[src/jslc_pkg.sv]
`timescale 1ns / 1ps
// ----------------------------------------------------------------------------
// jslc_pkg
// types, codes and helper functions for the json string literal checker
// ----------------------------------------------------------------------------
package jslc_pkg;

  typedef enum logic [2:0] {
    ERR_NONE       = 3'd0,
    ERR_CTRL       = 3'd1,
    ERR_UNTERM_ESC = 3'd2,
    ERR_SHORT_U    = 3'd3,
    ERR_BAD_HEX    = 3'd4,
    ERR_HIGH_SURR  = 3'd5,
    ERR_LONE_LOW   = 3'd6,
    ERR_BAD_ESC    = 3'd7
  } jslc_err_t;

  typedef enum logic [2:0] {
    PH_TEXT     = 3'd0,
    PH_ESC      = 3'd1,
    PH_HEX      = 3'd2,
    PH_PAIR_BS  = 3'd3,
    PH_PAIR_U   = 3'd4,
    PH_LOW_HEX  = 3'd5
  } jslc_phase_t;

  typedef enum logic [1:0] {
    CLS_NONE = 2'd0,
    CLS_D    = 2'd1,
    CLS_HIGH = 2'd2,
    CLS_LOW  = 2'd3
  } jslc_class_t;

  typedef struct packed {
    logic        at_first;
    logic        opened;
    jslc_phase_t phase;
    logic [1:0]  hex_pos;
    jslc_class_t sclass;
    logic        pending;
    jslc_err_t   err;
    logic [7:0]  err_byte;
  } jslc_state_t;

  typedef struct packed {
    logic       is_string;
    jslc_err_t  code;
    logic [7:0] err_byte;
  } jslc_result_t;

  localparam jslc_state_t STATE_RESET = '{
    at_first: 1'b1, opened: 1'b0, phase: PH_TEXT, hex_pos: 2'd0,
    sclass: CLS_NONE, pending: 1'b0, err: ERR_NONE, err_byte: 8'h00
  };

  localparam logic [7:0] CTRL_LIMIT = 8'h20;
  localparam logic [7:0] CH_QUOTE   = 8'h22;
  localparam logic [7:0] CH_BSLASH  = 8'h5C;
  localparam logic [7:0] CH_SLASH   = 8'h2F;
  localparam logic [7:0] CH_B       = 8'h62;
  localparam logic [7:0] CH_F       = 8'h66;
  localparam logic [7:0] CH_N       = 8'h6E;
  localparam logic [7:0] CH_R       = 8'h72;
  localparam logic [7:0] CH_T       = 8'h74;
  localparam logic [7:0] CH_U       = 8'h75;

  // surrogate nibbles: 0xd800..0xdbff high, 0xdc00..0xdfff low
  localparam logic [3:0] NIB_D      = 4'hD;
  localparam logic [3:0] NIB_HIGH   = 4'h8;
  localparam logic [3:0] NIB_LOW    = 4'hC;

  // bit 4 set when the byte is not a hex digit, else bits 3:0 hold its value
  function automatic logic [4:0] hex_decode(input logic [7:0] c);
    logic [7:0] d;
    d = 8'h00;
    if (c >= 8'h30 && c <= 8'h39) begin
      d = c - 8'h30;
      return {1'b0, d[3:0]};
    end else if (c >= 8'h61 && c <= 8'h66) begin
      d = c - 8'h57;
      return {1'b0, d[3:0]};
    end else if (c >= 8'h41 && c <= 8'h46) begin
      d = c - 8'h37;
      return {1'b0, d[3:0]};
    end
    return 5'h10;
  endfunction

  // track whether the code unit falls in the surrogate range
  function automatic jslc_class_t next_class(input logic [1:0] pos,
                                             input jslc_class_t cls,
                                             input logic [3:0] v);
    if (pos == 2'd0) begin
      return (v == NIB_D) ? CLS_D : CLS_NONE;
    end else if (pos == 2'd1) begin
      if (cls != CLS_D) return CLS_NONE;
      if (v >= NIB_LOW) return CLS_LOW;
      if (v >= NIB_HIGH) return CLS_HIGH;
      return CLS_NONE;
    end
    return cls;
  endfunction

endpackage

[src/jslc_scan.sv]
`timescale 1ns / 1ps
// ----------------------------------------------------------------------------
// jslc_scan
// next-state and result logic for one byte of a string literal
// ----------------------------------------------------------------------------
module jslc_scan (
  input  jslc_pkg::jslc_state_t  st,
  input  logic [7:0]             char_byte,
  input  logic                   is_last,
  output jslc_pkg::jslc_state_t  st_next,
  output jslc_pkg::jslc_result_t res
);
  import jslc_pkg::*;

  logic [4:0]  hv;
  logic        hex_ok;
  jslc_class_t cls_upd;
  jslc_class_t cls_eff;
  logic        is_str;
  logic        pend;

  assign hv      = hex_decode(char_byte);
  assign hex_ok  = !hv[4];
  assign cls_upd = next_class(st.hex_pos, st.sclass, hv[3:0]);
  assign cls_eff = hex_ok ? cls_upd : st.sclass;
  assign pend    = st.pending | !hex_ok;
  assign is_str  = !st.at_first && st.opened && (char_byte == CH_QUOTE);

  always_comb begin
    st_next = st;
    res     = '0;
    if (!is_last) begin
      if (st.at_first) begin
        st_next.at_first = 1'b0;
        st_next.opened   = (char_byte == CH_QUOTE);
      end else if (st.err == ERR_NONE) begin
        unique case (st.phase)
          PH_TEXT: begin
            if (char_byte < CTRL_LIMIT) begin
              st_next.err      = ERR_CTRL;
              st_next.err_byte = char_byte;
            end else if (char_byte == CH_BSLASH) begin
              st_next.phase = PH_ESC;
            end
          end
          PH_ESC: begin
            unique case (char_byte) inside
              CH_QUOTE, CH_BSLASH, CH_SLASH, CH_B, CH_F, CH_N, CH_R, CH_T: begin
                st_next.phase = PH_TEXT;
              end
              CH_U: begin
                st_next.phase   = PH_HEX;
                st_next.hex_pos = 2'd0;
                st_next.sclass  = CLS_NONE;
                st_next.pending = 1'b0;
              end
              default: begin
                st_next.err      = ERR_BAD_ESC;
                st_next.err_byte = char_byte;
              end
            endcase
          end
          PH_HEX: begin
            st_next.pending = pend;
            st_next.sclass  = cls_eff;
            st_next.hex_pos = st.hex_pos + 2'd1;
            if (st.hex_pos == 2'd3) begin
              if (pend) begin
                st_next.err = ERR_BAD_HEX;
              end else if (cls_eff == CLS_HIGH) begin
                st_next.phase = PH_PAIR_BS;
              end else if (cls_eff == CLS_LOW) begin
                st_next.err = ERR_LONE_LOW;
              end else begin
                st_next.phase = PH_TEXT;
              end
            end
          end
          PH_PAIR_BS: begin
            if (char_byte == CH_BSLASH) st_next.phase = PH_PAIR_U;
            else st_next.err = ERR_HIGH_SURR;
          end
          PH_PAIR_U: begin
            if (char_byte == CH_U) begin
              st_next.phase   = PH_LOW_HEX;
              st_next.hex_pos = 2'd0;
              st_next.sclass  = CLS_NONE;
            end else begin
              st_next.err = ERR_HIGH_SURR;
            end
          end
          PH_LOW_HEX: begin
            if (!hex_ok) begin
              st_next.err = ERR_HIGH_SURR;
            end else begin
              st_next.sclass  = cls_upd;
              st_next.hex_pos = st.hex_pos + 2'd1;
              if (st.hex_pos == 2'd3) begin
                if (cls_upd == CLS_LOW) st_next.phase = PH_TEXT;
                else st_next.err = ERR_HIGH_SURR;
              end
            end
          end
          default: begin
            st_next = st;
          end
        endcase
      end
    end else begin
      res.code     = st.err;
      res.err_byte = st.err_byte;
      if (st.err == ERR_NONE) begin
        unique case (st.phase) inside
          PH_ESC:                            res.code = ERR_UNTERM_ESC;
          PH_HEX:                            res.code = ERR_SHORT_U;
          PH_PAIR_BS, PH_PAIR_U, PH_LOW_HEX: res.code = ERR_HIGH_SURR;
          default:                           res.code = ERR_NONE;
        endcase
      end
      if (!is_str) res = '0;
      res.is_string = is_str;
      st_next       = STATE_RESET;
    end
  end

endmodule

[config.mk]
export PLATFORM = sky130hd
export DESIGN_NAME = jslc_scan
export DESIGN_NICKNAME = d
export VERILOG_FILES = /design/src/jslc_pkg.sv /design/src/jslc_scan.sv
export SDC_FILE = /design/constraint.sdc
export NUM_CORES = 1
export LEC_CHECK = 0
export BUFFER_PORTS_ARGS = -buffer_cell sky130_fd_sc_hd__buf_2
export CAP_MARGIN = 20
export CORE_MARGIN = 2
export CORE_UTILIZATION = 25
export DETAILED_ROUTE_END_ITERATION = 6
export GPL_ROUTABILITY_DRIVEN = 0
export GPL_TIMING_DRIVEN = 0
export PLACE_DENSITY = 0.51
export SYNTH_ARGS = -nofsm -noshare
export SYNTH_HDL_FRONTEND = slang
export SYNTH_SLANG_ARGS = --single-unit
[constraint.sdc]
create_clock -name vclk -period 2.8
set_input_delay 0.56 -clock vclk [all_inputs]
set_output_delay 0.56 -clock vclk [all_outputs]
set_load 0.05 [all_outputs]
==> metrics <==
status finished with violations; failing checks setup timing; Critical Path Source char_byte[0]; pwr dens ~130 mW/mm^2; worst slew pin tran 1.09 ns; final hold slack around 1.5 ns; slowest stage delay, CP 0.39 ns; GR Util met2 between 30% and 40%; Net Count, Synth about 270; HPWL Detailed around 4.6 mm; PnR worst setup slack -0.354 ns; Power Total about 0.44 mW; area of the multi-input gates about 0.0021 sq mm; Final ANT Viol Nets 0; layout cells sized above 1 64.4%; average cell area after synthesis about 6.6 sq um; CORE AREA slightly below 0.006 sq mm; commonest non-fill, non-tap cell in the layout buf_4; cts hold-fix bufs 0; busiest grt layer met2; sequential element share of the synthesized area 0%; Critical Path RT roughly 2.2 ns; Worst path slowest cell or3b_4; critical path fanouts, max 4; commonest non-fill, non-tap cells in the layout buf_4 (37), buf_6 (26), buf_2 (25); GRT Total Usage 18.9%; Worst Hold End res[2]; final-report setup violation count 29; diode count 0; P_leak 1.25 nW; Die Span X 81.1 um; Worst Hold Launch st[2]; CP delay by family, top compound AO/OA/AOI/OAI gates; WS Path Type in2out; worst vdd ir ~0.000068 V; routing usage on met1 roughly a quarter; DR WL/cell approximately 17 um; vias ~2100; Final Max Tran Viols 0; part of the cycle the worst path needs 113%; highest clock rate about 0.32 GHz; Sum Neg Setup Slack -5.79 ns; nature of the critical path endpoint output pin; nets@finish between 300 and 400; Worst EP arrival about 2.6 ns; Row Count 28; Final Critical Period about 3.2 ns; seq_cells 0; unrepaired setup endpoints after global routing true; first-pass GRT wire length around 10 mm; vias in the first global route a little over 2000; Worst setup SP type input pin; I/O pins 63; Synth Instances between 200 and 250; Hold Vio Cnt, Final 0; I/O Buffers 58; Slew headroom roughly 27%; total congestion overflow 0; post-DR vias/cell around 5.3; die height 81.1 um; Mapped Area 0.00149 sq mm; Hold WC Path Type in2out; clk_buf instances 0; Synth cell types slightly below 60; Post-Place Setup Slack -0.963 ns; DR iter-0 viols 110; max_cap viols 0; Routed WL approximately 6.7 mm; P&R area growth vs syn 126%; GR Layer Usage met3 0.667%; initial antenna violation count 0; Pre-Repair DR Iteration Count 4; Initial Util between 20% and 30%; WP buf/inv 4; largest net degree at the start of global routing 11; Yosys warnings 0; FF+latch area 0 sq um; Hold Crit Depth 3; die area about 0.0066 sq mm; Filler cells 530; Residual DRC 0; Cell Chain, Critical Path buf_12 > clkinv_8 > ha_4 > or3b_4 > a21o_1 > a32oi_4 > buf_4 > a211oi_2 > o21a_2 > o32ai_4 > buf_6
-- final cells by class --
cell class                 instances  area share [%]
buffer                            13            3.83
inverter                          17            2.49
multi-input combinational        193            63.8
tap                               75            2.79
timing repair buffer             100            27.1
-- cells by family after synthesis --
group	Yosys count	synth area share [%]
AOI/OAI and AO/OA	86	42.6
and+or+nand+nor	93	36.7
buffers and inverters	32	9.27
adders and majority gates	11	9.27
muxes	3	2.11
-- power by group --
| part | switching (mW) | internal (mW) | total (mW) |
|---|---|---|---|
| clock | 0 | 0 | 0 |
| sequential | 0 | 0 | 0 |
| combinational | 0.257 | 0.187 | 0.444 |
| total | 0.257 | 0.187 | 0.444 |
-- per-layer routing --
metal	vias up	routed length, um
li1	1050	-
met5	-	0
met1	1004	2840
met3	4	256
met2	60	3550
met4	0	32
-- what timing repair did --
| action | in CTS | in global routing |
|---|---|---|
| pin swaps | 38 | 24 |
| resized for setup | 128 | 84 |
| buffers inserted | 24 | 17 |
| setup endpoints to repair | 32 | 32 |
| gates cloned | 0 | 0 |
-- stage by stage --
step           utilization (%)  std cells  cell area [sq um]
6_report                  57.8        398               3360
5_1_grt                   57.8        398               3360
4_1_cts                   50.3        381               2920
3_5_place_dp              38.4        359               2230
3_3_place_gp              38.1        358               2220
2_1_floorplan                -        225               1830
-- cell usage after synthesis, drive strengths merged (3+ instances only) --
cell type | instances | area share, %
a211oi | 7 | 3.5
a21o | 4 | 2.0
a21oi | 14 | 4.7
a311oi | 3 | 1.8
a31oi | 4 | 1.7
a32oi | 3 | 2.3
and2 | 12 | 5.1
and3 | 3 | 1.3
buf | 6 | 2.6
clkbuf | 9 | 2.4
ha | 11 | 9.3
inv | 17 | 4.3
nand2 | 17 | 4.3
nand2b | 4 | 1.7
nand3 | 8 | 2.7
nor2 | 15 | 3.8
nor2b | 8 | 3.4
nor3 | 7 | 2.4
nor4 | 5 | 3.1
o2111ai | 3 | 1.8
o21a | 9 | 4.5
o21ai | 15 | 5.1
o32ai | 3 | 1.8
or3b | 3 | 1.8
-- worst max path at each step --
stage                  endpoint  cells after the start
finish               st_next[2]                     11
detailed placement   st_next[8]                     10
CTS                  st_next[3]                     10
floorplan           st_next[10]                      8
global route         st_next[2]                     11
global placement     st_next[8]                     10
-- worst min-delay path: cells and delay by family --
kind | cells | cell delay, ns
buffers and inverters | 2 | 0.21
and+or+nand+nor | 1 | 0.13
Power figures use the tool's default switching activity.
